## config.mk

```make
export PLATFORM = sky130hd
export DESIGN_NAME = headset_jack_detect_controller_core
export DESIGN_NICKNAME = d
export VERILOG_FILES = /design/src/sv/hjdc_pkg.sv /design/src/sv/headset_jack_detect_controller_core.sv /design/src/sv/hjdc_queue.sv /design/src/sv/hjdc_engine.sv
export VERILOG_INCLUDE_DIRS = /design/src /design/src/sv
export SDC_FILE = /design/constraint.sdc
export NUM_CORES = 1
export LEC_CHECK = 0
export ABC_AREA = 1
export BUFFER_PORTS_ARGS = -buffer_cell sky130_fd_sc_hd__buf_2
export CAP_MARGIN = 20
export CELL_PAD_IN_SITES_DETAIL_PLACEMENT = 0
export CELL_PAD_IN_SITES_GLOBAL_PLACEMENT = 1
export CORE_MARGIN = 2
export CORE_UTILIZATION = 41
export CTS_CLUSTER_DIAMETER = 100
export DETAILED_ROUTE_END_ITERATION = 16
export PLACE_DENSITY_LB_ADDON = 0.1
export SLEW_MARGIN = 25
export SYNTH_ARGS = -nofsm -noshare
export SYNTH_HDL_FRONTEND = slang
export SYNTH_SLANG_ARGS = --single-unit
```

## constraint.sdc

```tcl
create_clock -name clk -period 3.2 [get_ports clk]
set_clock_uncertainty 0.05 [all_clocks]
set_input_delay 0.48 -clock clk [delete_from_list [all_inputs] [get_ports clk]]
set_output_delay 0.48 -clock clk [all_outputs]
set_load 0.03 [all_outputs]
```

## src/sv/headset_jack_detect_controller_core_defines.svh

```systemverilog
// ----------------------------------------------------------------------------
// headset jack detect controller core defines
// assertion macros shared by the rtl files of the block
// ----------------------------------------------------------------------------
`ifndef HEADSET_JACK_DETECT_CONTROLLER_CORE_DEFINES_SVH
`define HEADSET_JACK_DETECT_CONTROLLER_CORE_DEFINES_SVH

`ifndef SYNTHESIS
// condition must hold at every clock edge out of reset
`define HJDC_ASSERT_ALWAYS(lbl, cond) \
	lbl: assert property (@(posedge clk) disable iff (!arst_n) (cond)) \
		else $error("hjdc invariant violated");
// antecedent implies property, out of reset
`define HJDC_ASSERT_IMPLY(lbl, ante, cons) \
	lbl: assert property (@(posedge clk) disable iff (!arst_n) (ante) |-> (cons)) \
		else $error("hjdc implication violated");
// antecedent implies property on the next edge
`define HJDC_ASSERT_NEXT(lbl, ante, cons) \
	lbl: assert property (@(posedge clk) disable iff (!arst_n) (ante) |=> (cons)) \
		else $error("hjdc next-cycle check violated");
`else
`define HJDC_ASSERT_ALWAYS(lbl, cond)
`define HJDC_ASSERT_IMPLY(lbl, ante, cons)
`define HJDC_ASSERT_NEXT(lbl, ante, cons)
`endif

`endif

```

## src/sv/hjdc_pkg.sv

```systemverilog
// ----------------------------------------------------------------------------
// hjdc_pkg
// shared types and constants of the headset jack detect controller
// ----------------------------------------------------------------------------
package hjdc_pkg;

	localparam int CFG_BITS      = 12;
	localparam int LIMIT_BITS    = 4;
	localparam int CFG_IDX_BITS  = 3;

	// configuration register indexes
	localparam logic [CFG_IDX_BITS-1:0] REG_INSERT_SETTLE  = 3'd0;
	localparam logic [CFG_IDX_BITS-1:0] REG_CONFIRM_SETTLE = 3'd1;
	localparam logic [CFG_IDX_BITS-1:0] REG_HOOK_SETTLE    = 3'd2;
	localparam logic [CFG_IDX_BITS-1:0] REG_RECHECK_DELAY  = 3'd3;
	localparam logic [CFG_IDX_BITS-1:0] REG_RECHECK_LIMIT  = 3'd4;

	// register reset values
	localparam logic [CFG_BITS-1:0]   INSERT_SETTLE_RST  = 12'd600;
	localparam logic [CFG_BITS-1:0]   CONFIRM_SETTLE_RST = 12'd300;
	localparam logic [CFG_BITS-1:0]   HOOK_SETTLE_RST    = 12'd65;
	localparam logic [CFG_BITS-1:0]   RECHECK_DELAY_RST  = 12'd100;
	localparam logic [LIMIT_BITS-1:0] RECHECK_RST        = 4'd10;

	typedef enum logic [1:0] {
		KIND_NONE     = 2'd0,
		KIND_HEADSET  = 2'd1,
		KIND_EARPHONE = 2'd2
	} kind_t;

	typedef struct packed {
		logic hook_level;
		logic jack_level;
	} item_t;

	typedef struct packed {
		logic [CFG_BITS-1:0]   insert_settle_ms;
		logic [CFG_BITS-1:0]   confirm_settle_ms;
		logic [CFG_BITS-1:0]   hook_settle_ms;
		logic [CFG_BITS-1:0]   recheck_delay_ms;
		logic [LIMIT_BITS-1:0] recheck_limit;
	} cfg_t;

	typedef struct packed {
		logic  type_report;
		logic  key_pressed;
		logic  mic_enable;
		kind_t device_type;
	} result_t;

endpackage

```

## src/sv/headset_jack_detect_controller_core.sv

```systemverilog
// ----------------------------------------------------------------------------
// headset_jack_detect_controller_core
// plug and hook detection for a headset jack, one pin sample per tick
// ----------------------------------------------------------------------------
// usage:
//   s_* stream: one request per millisecond tick, s_tdata[0] jack pin sample
//     (0 plugged), s_tdata[1] hook pin sample
//   m_* stream: one result per request, device type, mic bias, media key and
//     a type report flag that is high on the tick a jack sequence finishes
//   cfg_* port: settle times, recheck delay and recheck limit, written by
//     index; cfg_ready always high; user writes only while idle, not enforced
// throughput: one request per cycle while m_tready stays high; the detect
//   engine does a full tick of both timers and watchers per request
// path: a taken request passes the queue stage, then the engine output
//   register, before its result shows on m_tdata
// stall: a two-entry queue sits between the input side and the engine, so
//   the input keeps flowing while one result waits on m_tready; s_tready
//   drops only once the queue is full
// reset: arst_n clears all sequencing state at once, registers return to
//   600/300/65/100 ticks and a recheck limit of ten, no clearing pass
// ----------------------------------------------------------------------------
module headset_jack_detect_controller_core #(
	parameter int TIMER_BITS = 12
) (
	input  logic        clk,
	input  logic        arst_n,
	// request side
	input  logic        s_tvalid,
	output logic        s_tready,
	input  logic [7:0]  s_tdata,   // [0] jack_level, [1] hook_level, rest zero
	// result side
	output logic        m_tvalid,
	input  logic        m_tready,
	output logic [7:0]  m_tdata,   // [1:0] device_type, [2] mic_enable,
	                               // [3] key_pressed, [4] type_report, rest zero
	// configuration writes
	input  logic        cfg_valid,
	output logic        cfg_ready,
	input  logic [hjdc_pkg::CFG_IDX_BITS-1:0] cfg_index,
	input  logic [hjdc_pkg::CFG_BITS-1:0]     cfg_data
);
	import hjdc_pkg::*;

	cfg_t    cfg_q;
	item_t   s_item;
	item_t   q_head;
	logic    q_full;
	logic    q_not_empty;
	logic    q_pop;
	logic    push;
	result_t result;

	// front: accept a request whenever the queue has room
	assign s_tready          = !q_full;
	assign push              = s_tvalid && s_tready;
	assign s_item.jack_level = s_tdata[0];
	assign s_item.hook_level = s_tdata[1];

	// configuration registers, writes beyond the list are dropped
	assign cfg_ready = 1'b1;

	always_ff @(posedge clk or negedge arst_n) begin
		if (!arst_n) begin
			cfg_q.insert_settle_ms  <= INSERT_SETTLE_RST;
			cfg_q.confirm_settle_ms <= CONFIRM_SETTLE_RST;
			cfg_q.hook_settle_ms    <= HOOK_SETTLE_RST;
			cfg_q.recheck_delay_ms  <= RECHECK_DELAY_RST;
			cfg_q.recheck_limit     <= RECHECK_RST;
		end else if (cfg_valid && cfg_ready) begin
			case (cfg_index)
				REG_INSERT_SETTLE:  cfg_q.insert_settle_ms  <= cfg_data;
				REG_CONFIRM_SETTLE: cfg_q.confirm_settle_ms <= cfg_data;
				REG_HOOK_SETTLE:    cfg_q.hook_settle_ms    <= cfg_data;
				REG_RECHECK_DELAY:  cfg_q.recheck_delay_ms  <= cfg_data;
				REG_RECHECK_LIMIT:  cfg_q.recheck_limit     <= cfg_data[LIMIT_BITS-1:0];
				default:            cfg_q <= cfg_q;
			endcase
		end
	end

	// queue between the front and the engine
	hjdc_queue u_queue (
		.clk       (clk),
		.arst_n    (arst_n),
		.push      (push),
		.push_item (s_item),
		.full      (q_full),
		.pop       (q_pop),
		.not_empty (q_not_empty),
		.head_item (q_head)
	);

	// back: sequencing engine with its own output register
	hjdc_engine #(
		.TIMER_BITS (TIMER_BITS)
	) u_engine (
		.clk        (clk),
		.arst_n     (arst_n),
		.cfg        (cfg_q),
		.in_valid   (q_not_empty),
		.in_item    (q_head),
		.in_pop     (q_pop),
		.out_valid  (m_tvalid),
		.out_ready  (m_tready),
		.out_result (result)
	);

	// result packing, upper bits zero
	assign m_tdata = {3'b000, result.type_report, result.key_pressed,
		result.mic_enable, result.device_type};

endmodule

```

## src/sv/hjdc_queue.sv

```systemverilog
// ----------------------------------------------------------------------------
// hjdc_queue
// two-entry item queue between the accepting front and the detect engine
// ----------------------------------------------------------------------------
`include "headset_jack_detect_controller_core_defines.svh"

module hjdc_queue (
	input  logic          clk,
	input  logic          arst_n,
	input  logic          push,
	input  hjdc_pkg::item_t push_item,
	output logic          full,
	input  logic          pop,
	output logic          not_empty,
	output hjdc_pkg::item_t head_item
);
	import hjdc_pkg::*;

	localparam int DEPTH = 2;

	item_t      mem_q [DEPTH];
	logic       wr_ptr_q;
	logic       rd_ptr_q;
	logic [1:0] count_q;

	assign full      = (count_q == 2'(DEPTH));
	assign not_empty = (count_q != 2'd0);
	assign head_item = mem_q[rd_ptr_q];

	always_ff @(posedge clk) begin
		if (push) begin
			mem_q[wr_ptr_q] <= push_item;
		end
	end

	always_ff @(posedge clk or negedge arst_n) begin
		if (!arst_n) begin
			wr_ptr_q <= 1'b0;
			rd_ptr_q <= 1'b0;
			count_q  <= 2'd0;
		end else begin
			if (push) wr_ptr_q <= ~wr_ptr_q;
			if (pop)  rd_ptr_q <= ~rd_ptr_q;
			case ({push, pop})
				2'b10:   count_q <= count_q + 2'd1;
				2'b01:   count_q <= count_q - 2'd1;
				default: count_q <= count_q;
			endcase
		end
	end

	`HJDC_ASSERT_ALWAYS(a_count_bound, count_q <= 2'(DEPTH))
	`HJDC_ASSERT_IMPLY(a_pop_nonempty, pop, count_q != 2'd0)
	`HJDC_ASSERT_NEXT(a_push_grows, push && !pop, count_q == $past(count_q) + 2'd1)

endmodule

```

## src/sv/hjdc_engine.sv

```systemverilog
// ----------------------------------------------------------------------------
// hjdc_engine
// detect engine: one tick of jack and hook sequencing per queued item
// ----------------------------------------------------------------------------
`include "headset_jack_detect_controller_core_defines.svh"

module hjdc_engine #(
	parameter int TIMER_BITS = 12
) (
	input  logic              clk,
	input  logic              arst_n,
	input  hjdc_pkg::cfg_t    cfg,
	input  logic              in_valid,
	input  hjdc_pkg::item_t   in_item,
	output logic              in_pop,
	output logic              out_valid,
	input  logic              out_ready,
	output hjdc_pkg::result_t out_result
);
	import hjdc_pkg::*;

	typedef enum logic [1:0] {
		PH_IDLE    = 2'd0,
		PH_INSERT  = 2'd1,
		PH_CONFIRM = 2'd2,
		PH_RECHECK = 2'd3
	} phase_t;

	typedef struct packed {
		phase_t                phase;
		logic [TIMER_BITS-1:0] jack_timer;
		logic [TIMER_BITS-1:0] hook_timer;
		logic                  hook_wait;
		kind_t                 kind;
		logic                  mic_on;
		logic                  key_held;
		logic [LIMIT_BITS-1:0] recheck_left;
		logic                  jack_armed;
		logic                  jack_trig;
		logic                  hook_armed;
		logic                  hook_trig;
		logic                  report;
	} st_t;

	st_t     st_q;
	st_t     st_nxt;
	logic    out_valid_q;
	result_t out_result_q;

	function automatic st_t f_end_seq(st_t s);
		st_t r;
		r = s;
		if (r.phase != PH_RECHECK) r.phase = PH_IDLE;
		r.jack_armed = 1'b1;
		r.report     = 1'b1;
		return r;
	endfunction

	function automatic st_t f_remove(st_t s, cfg_t c);
		st_t r;
		r = s;
		if (r.kind == KIND_HEADSET) begin
			r.mic_on     = 1'b0;
			r.key_held   = 1'b0;
			r.hook_armed = 1'b0;
		end
		r.kind         = KIND_NONE;
		r.jack_trig    = 1'b0;
		r.recheck_left = c.recheck_limit;
		return r;
	endfunction

	function automatic st_t f_start(st_t s, cfg_t c, logic jack);
		st_t r;
		r = s;
		r.jack_armed = 1'b0;
		if (!jack) begin
			r.mic_on     = 1'b1;
			r.phase      = PH_INSERT;
			r.jack_timer = TIMER_BITS'(c.insert_settle_ms);
		end else begin
			r.phase = PH_IDLE;
			r = f_remove(r, c);
			r = f_end_seq(r);
		end
		return r;
	endfunction

	assign in_pop = in_valid && (!out_valid_q || out_ready);

	// one tick: jack timer, jack watcher, hook timer, hook watcher
	always_comb begin
		st_t  s;
		logic jdone;
		logic hdone;
		logic jack;
		logic hook;
		s      = st_q;
		jack   = in_item.jack_level;
		hook   = in_item.hook_level;
		jdone  = 1'b0;
		hdone  = 1'b0;
		s.report = 1'b0;

		if (s.phase != PH_IDLE) begin
			if (s.jack_timer <= TIMER_BITS'(1)) begin
				s.jack_timer = '0;
				jdone        = 1'b1;
			end else begin
				s.jack_timer = s.jack_timer - TIMER_BITS'(1);
			end
		end

		if (jdone) begin
			if (s.phase == PH_RECHECK) begin
				s.phase = PH_IDLE;
				s = f_start(s, cfg, jack);
			end else if (jack) begin
				// abort: plug gone at a settle sample, mic left on
				s.phase = PH_IDLE;
				s = f_end_seq(s);
			end else if (s.phase == PH_INSERT) begin
				if (hook) begin
					s.kind   = KIND_EARPHONE;
					s.mic_on = 1'b0;
					s.phase  = PH_IDLE;
					if (s.recheck_left != '0) begin
						s.recheck_left = s.recheck_left - LIMIT_BITS'(1);
						s.phase        = PH_RECHECK;
						s.jack_timer   = TIMER_BITS'(cfg.recheck_delay_ms);
					end
					s.jack_trig = 1'b1;
					s = f_end_seq(s);
				end else begin
					s.phase      = PH_CONFIRM;
					s.jack_timer = TIMER_BITS'(cfg.confirm_settle_ms);
				end
			end else begin
				s.kind       = KIND_HEADSET;
				s.hook_trig  = 1'b1;
				s.hook_armed = 1'b1;
				s.jack_trig  = 1'b1;
				s.phase      = PH_IDLE;
				s = f_end_seq(s);
			end
		end

		if (s.jack_armed && (jack == s.jack_trig)) begin
			s = f_start(s, cfg, jack);
		end

		if (s.hook_wait) begin
			if (s.hook_timer <= TIMER_BITS'(1)) begin
				s.hook_timer = '0;
				hdone        = 1'b1;
			end else begin
				s.hook_timer = s.hook_timer - TIMER_BITS'(1);
			end
		end

		if (hdone) begin
			s.hook_wait = 1'b0;
			if (s.kind == KIND_HEADSET) begin
				if (hook) begin
					s.key_held  = 1'b1;
					s.hook_trig = 1'b0;
				end else if (s.key_held) begin
					s.key_held  = 1'b0;
					s.hook_trig = 1'b1;
				end
				s.hook_armed = 1'b1;
			end
		end

		if (s.hook_armed && (hook == s.hook_trig)) begin
			s.hook_armed = 1'b0;
			s.hook_wait  = 1'b1;
			s.hook_timer = TIMER_BITS'(cfg.hook_settle_ms);
		end

		st_nxt = s;
	end

	always_ff @(posedge clk or negedge arst_n) begin
		if (!arst_n) begin
			st_q.phase        <= PH_IDLE;
			st_q.jack_timer   <= '0;
			st_q.hook_timer   <= '0;
			st_q.hook_wait    <= 1'b0;
			st_q.kind         <= KIND_NONE;
			st_q.mic_on       <= 1'b0;
			st_q.key_held     <= 1'b0;
			st_q.recheck_left <= RECHECK_RST;
			st_q.jack_armed   <= 1'b1;
			st_q.jack_trig    <= 1'b0;
			st_q.hook_armed   <= 1'b0;
			st_q.hook_trig    <= 1'b1;
			st_q.report       <= 1'b0;
			out_valid_q       <= 1'b0;
		end else begin
			if (in_pop) begin
				st_q        <= st_nxt;
				out_valid_q <= 1'b1;
			end else if (out_ready) begin
				out_valid_q <= 1'b0;
			end
		end
	end

	always_ff @(posedge clk) begin
		if (in_pop) begin
			out_result_q.device_type <= st_nxt.kind;
			out_result_q.mic_enable  <= st_nxt.mic_on;
			out_result_q.key_pressed <= st_nxt.key_held;
			out_result_q.type_report <= st_nxt.report;
		end
	end

	assign out_valid  = out_valid_q;
	assign out_result = out_result_q;

	`HJDC_ASSERT_IMPLY(a_key_needs_headset, st_q.key_held, st_q.kind == KIND_HEADSET)
	`HJDC_ASSERT_IMPLY(a_hook_arm_needs_headset, st_q.hook_armed, st_q.kind == KIND_HEADSET)
	`HJDC_ASSERT_NEXT(a_out_hold, out_valid_q && !out_ready, out_valid_q && $stable(out_result_q))

endmodule

```

==> metrics <==
I/O pins 39; Simple-Gate Fraction of Synth Area about a quarter; synth top area cells dfrtp_1, nand2_1, dfstp_2, o21ai_0, edfxtp_1; DIE WIDTH 123 um; FFs w/ async S/R, synth 91.4%; Synth Register Bits 105; DP Wirelength approximately 11 mm; Synth Area in XOR/XNOR under 10%; WS Path Type flop to flop; Slew headroom 40.9%; die area 15100 sq um; Lkg Pwr 3.21 nW; final worst setup slack 166 ps; peak supply drop 0.000372 V; vias in the first global route 4918; CTS tree built; Max Slew Vio Count 0; warnings from Yosys 0; PD cells 809 nW/um^2; Post-Syn Area approximately 5800 sq um; Hold Vio Cnt, Final 0; largest family of logic cells by synthesized area simple AND/OR/NAND/NOR gates; crit path DAT 3230 ps; root buffer cell clkbuf_16; FP Rows 43; Synth top area share between 30% and 40%; drt total wl 15.7 mm; Period minus WS final 3030 ps; worst hold margin 112 ps; status complete, no violations; Skew-Pair Late Insertion Delay ~350 ps; Clock Power Share a little under a quarter; post-route ant nets 0; fill cell total of the finished layout 1397; Worst-path clk slew 70 ps; Worst Max-Slew Pin Slew 885 ps; post-synthesis sequential area ratio a little under half; most frequent cells in the layout nand2_1, o21ai_0, dfrtp_1, inv_1, nor2_1; Sink Count 105; Area growth syn-to-layout 16.3%; TritonRoute pass-1 iters 5; Unique masters post-synth 45; DR WL/cell approximately 16 um; Sw Ratio 40.2%; synthesized area per cell 7.91 sq um; synthesized-area fraction occupied by adder cells 1.51%; most common cell after layout, fill and taps aside nand2_1; Post-Synthesis Cells 732; fmax 330 MHz; Max Cap Viol 0; CTS Buf Count 9; P_int about 3.3 mW; initial antenna violation count 0; Sw Pwr 2.19 mW; largest net degree at the start of global routing 51; Logic pwr share between 30% and 40%; Via density 5.31; cell taking the most area after synthesis dfrtp_1; share of layout cells above drive strength 1 between 10% and 20%; H-Tree Depth 3; DRC 0; clk buf depth 2; global-route wire length before repair roughly 25 mm; crit start category flop; antenna diode count 0; initial core utilization 41.9%; Synth Area in Compound Gates 16.2%; mux cell area share after synthesis 0%; nets ~810; Crit. End Element flop; RePlAce Congestion just over 0.8; GRT overflow 0; Final setup viols 0; share of power burned in registers 37.3%; port bufs 28; Final Cell Area 6740 sq um; Worst Path Required 3390 ps; GRT Total Usage 21.9%; Starting DRT DRC Count 308; Post-Place Setup Slack -58.1 ps; Die H 123 um; Top FF cell, synth dfrtp_1; Post-DP Area roughly 6200 sq um; Vias 5083; core area 13800 sq um; Max Fanout on Critical Path 6; Post-synth EDFFs 9; Hold Path Class input pin to asynchronous set/reset pin; final worst path period share 94.8%
power by group through the flow:
stage / logic (mW) / clock network, mW / registers (mW)
final: 2.17 / 1.25 / 2.03
after global routing: 2.47 / 1.33 / 2.09
after floorplan: 1.50 / 0 / 2.05
after CTS: 2.07 / 1.28 / 2.03
after detailed placement: 2.05 / 0 / 2.05
after global placement: 2.02 / 0 / 2.04
synthesized netlist by cell type (3+ instances only):
library cell / n
xor2_1: 12
nor3_1: 3
a21oi_1: 25
o21ai_2: 3
a31oi_1: 6
a22oi_1: 9
o211ai_1: 7
dfstp_2: 19
nand3_1: 37
xnor2_1: 4
nand2_2: 7
nor2_1: 60
edfxtp_1: 9
buf_2: 6
nand2_4: 4
buf_4: 5
ha_1: 7
inv_2: 9
inv_1: 65
nor2_2: 4
clkbuf_1: 19
nand4_1: 18
o21ai_0: 99
nand2_1: 186
dfrtp_1: 77
nand3_2: 3
o2111ai_1: 3
cells by family (layout without fill, tap and decap cells):
logic type | Yosys count | in the layout
AOI/OAI and AO/OA | 165 | 165
other | 2 | 4
xor gates and xnor gates | 16 | 16
DFF | 105 | 105
adders and majority gates | 7 | 7
and+or+nand+nor | 330 | 330
buffers and inverters | 107 | 151
layout make-up:
cell class | instances | area, sq um | area share (%)
clock inverter | 5 | 85.1 | 1.26
sequential | 105 | 2700 | 40.0
multi-input combinational | 522 | 2760 | 40.9
inverter | 75 | 282 | 4.18
timing repair buffer | 60 | 440 | 6.54
clock buffer | 11 | 253 | 3.75
tap | 180 | 225 | 3.34
critical path: stages (launching register included):
cell and delay (ps):
dfrtp_1 420, inv_2 80, ha_1 140, inv_1 60, nand2_1 80, nand3_2 80, nor2_4 130, nand2_2 100
nor2_4 140, o211ai_1 110, o21ai_2 110, ha_4 250, nand3_4 100, nor3_1 80, o21ai_2 330, nand4_4 290
clkbuf_16 240, nand3_1 60, nand2_1 70
final timing paths:
| check | slack [ps] | end | depth (start not counted) | from |
|---|---|---|---|---|
| worst max-delay path | 170 | u_engine.st_q[14]$_DFFE_PN0P_ | 18 | u_engine.st_q[26]$_DFFE_PN0P_ |
| worst min-delay path | 110 | u_engine.st_q[10]$_DFFE_PN0P_ | 1 | arst_n |
| worst max register to register | 170 | u_engine.st_q[14]$_DFFE_PN0P_ | 18 | u_engine.st_q[26]$_DFFE_PN0P_ |
| worst min register to register | 440 | cfg_q[16]$_DFFE_PN1P_ | 2 | cfg_q[16]$_DFFE_PN1P_ |
| max in group asynchronous | 2210 | cfg_q[1]$_DFFE_PN1P_ | 2 | arst_n |
| min in group clk | 270 | u_queue.mem_q[0][0]$_DFFE_PP_ | 1 | s_tdata[0] |
routing by layer:
metal | share of wire (%) | track usage (%) | wire length, um | up-vias
li1 | - | - | - | 2511
met1 | 48 | 30.2 | 7490 | 2459
met2 | 48 | 35.4 | 7460 | 90
met3 | 2.8 | 3.81 | 440 | 23
met4 | 1.8 | 6.25 | 290 | 0
met5 | 0 | 0 | 0 | -
through the flow:
stage                     utilization [%]  setup TNS, ps  power, mW  cells
after floorplan                         -              0       3.55    734
after global placement               44.8              0       4.07    930
after detailed placement             44.8           -296       4.11    930
after CTS                            47.3              0       5.39    946
after global routing                 48.7          -55.5       5.89    958
final                                48.7              0       5.45    958
state kept, by name, summed over array words and instances (netlist names):
name / cells
cfg_q: 52
u_engine.st_q: 39
u_engine.out_result: 5
u_queue.mem_q: 4
u_queue.count_q: 2
u_engine.out_valid: 1
u_queue.rd_ptr_q: 1
u_queue.wr_ptr_q: 1
timing repair:
item / CTS / global route
setup endpoints to repair: 12 / 15
gates resized for setup: 3 / 22
hold buffers: 0 / 0
buffers inserted: 0 / 11
pin swaps: 1 / 9
gates cloned: 0 / 1
Power figures use the tool's default switching activity.
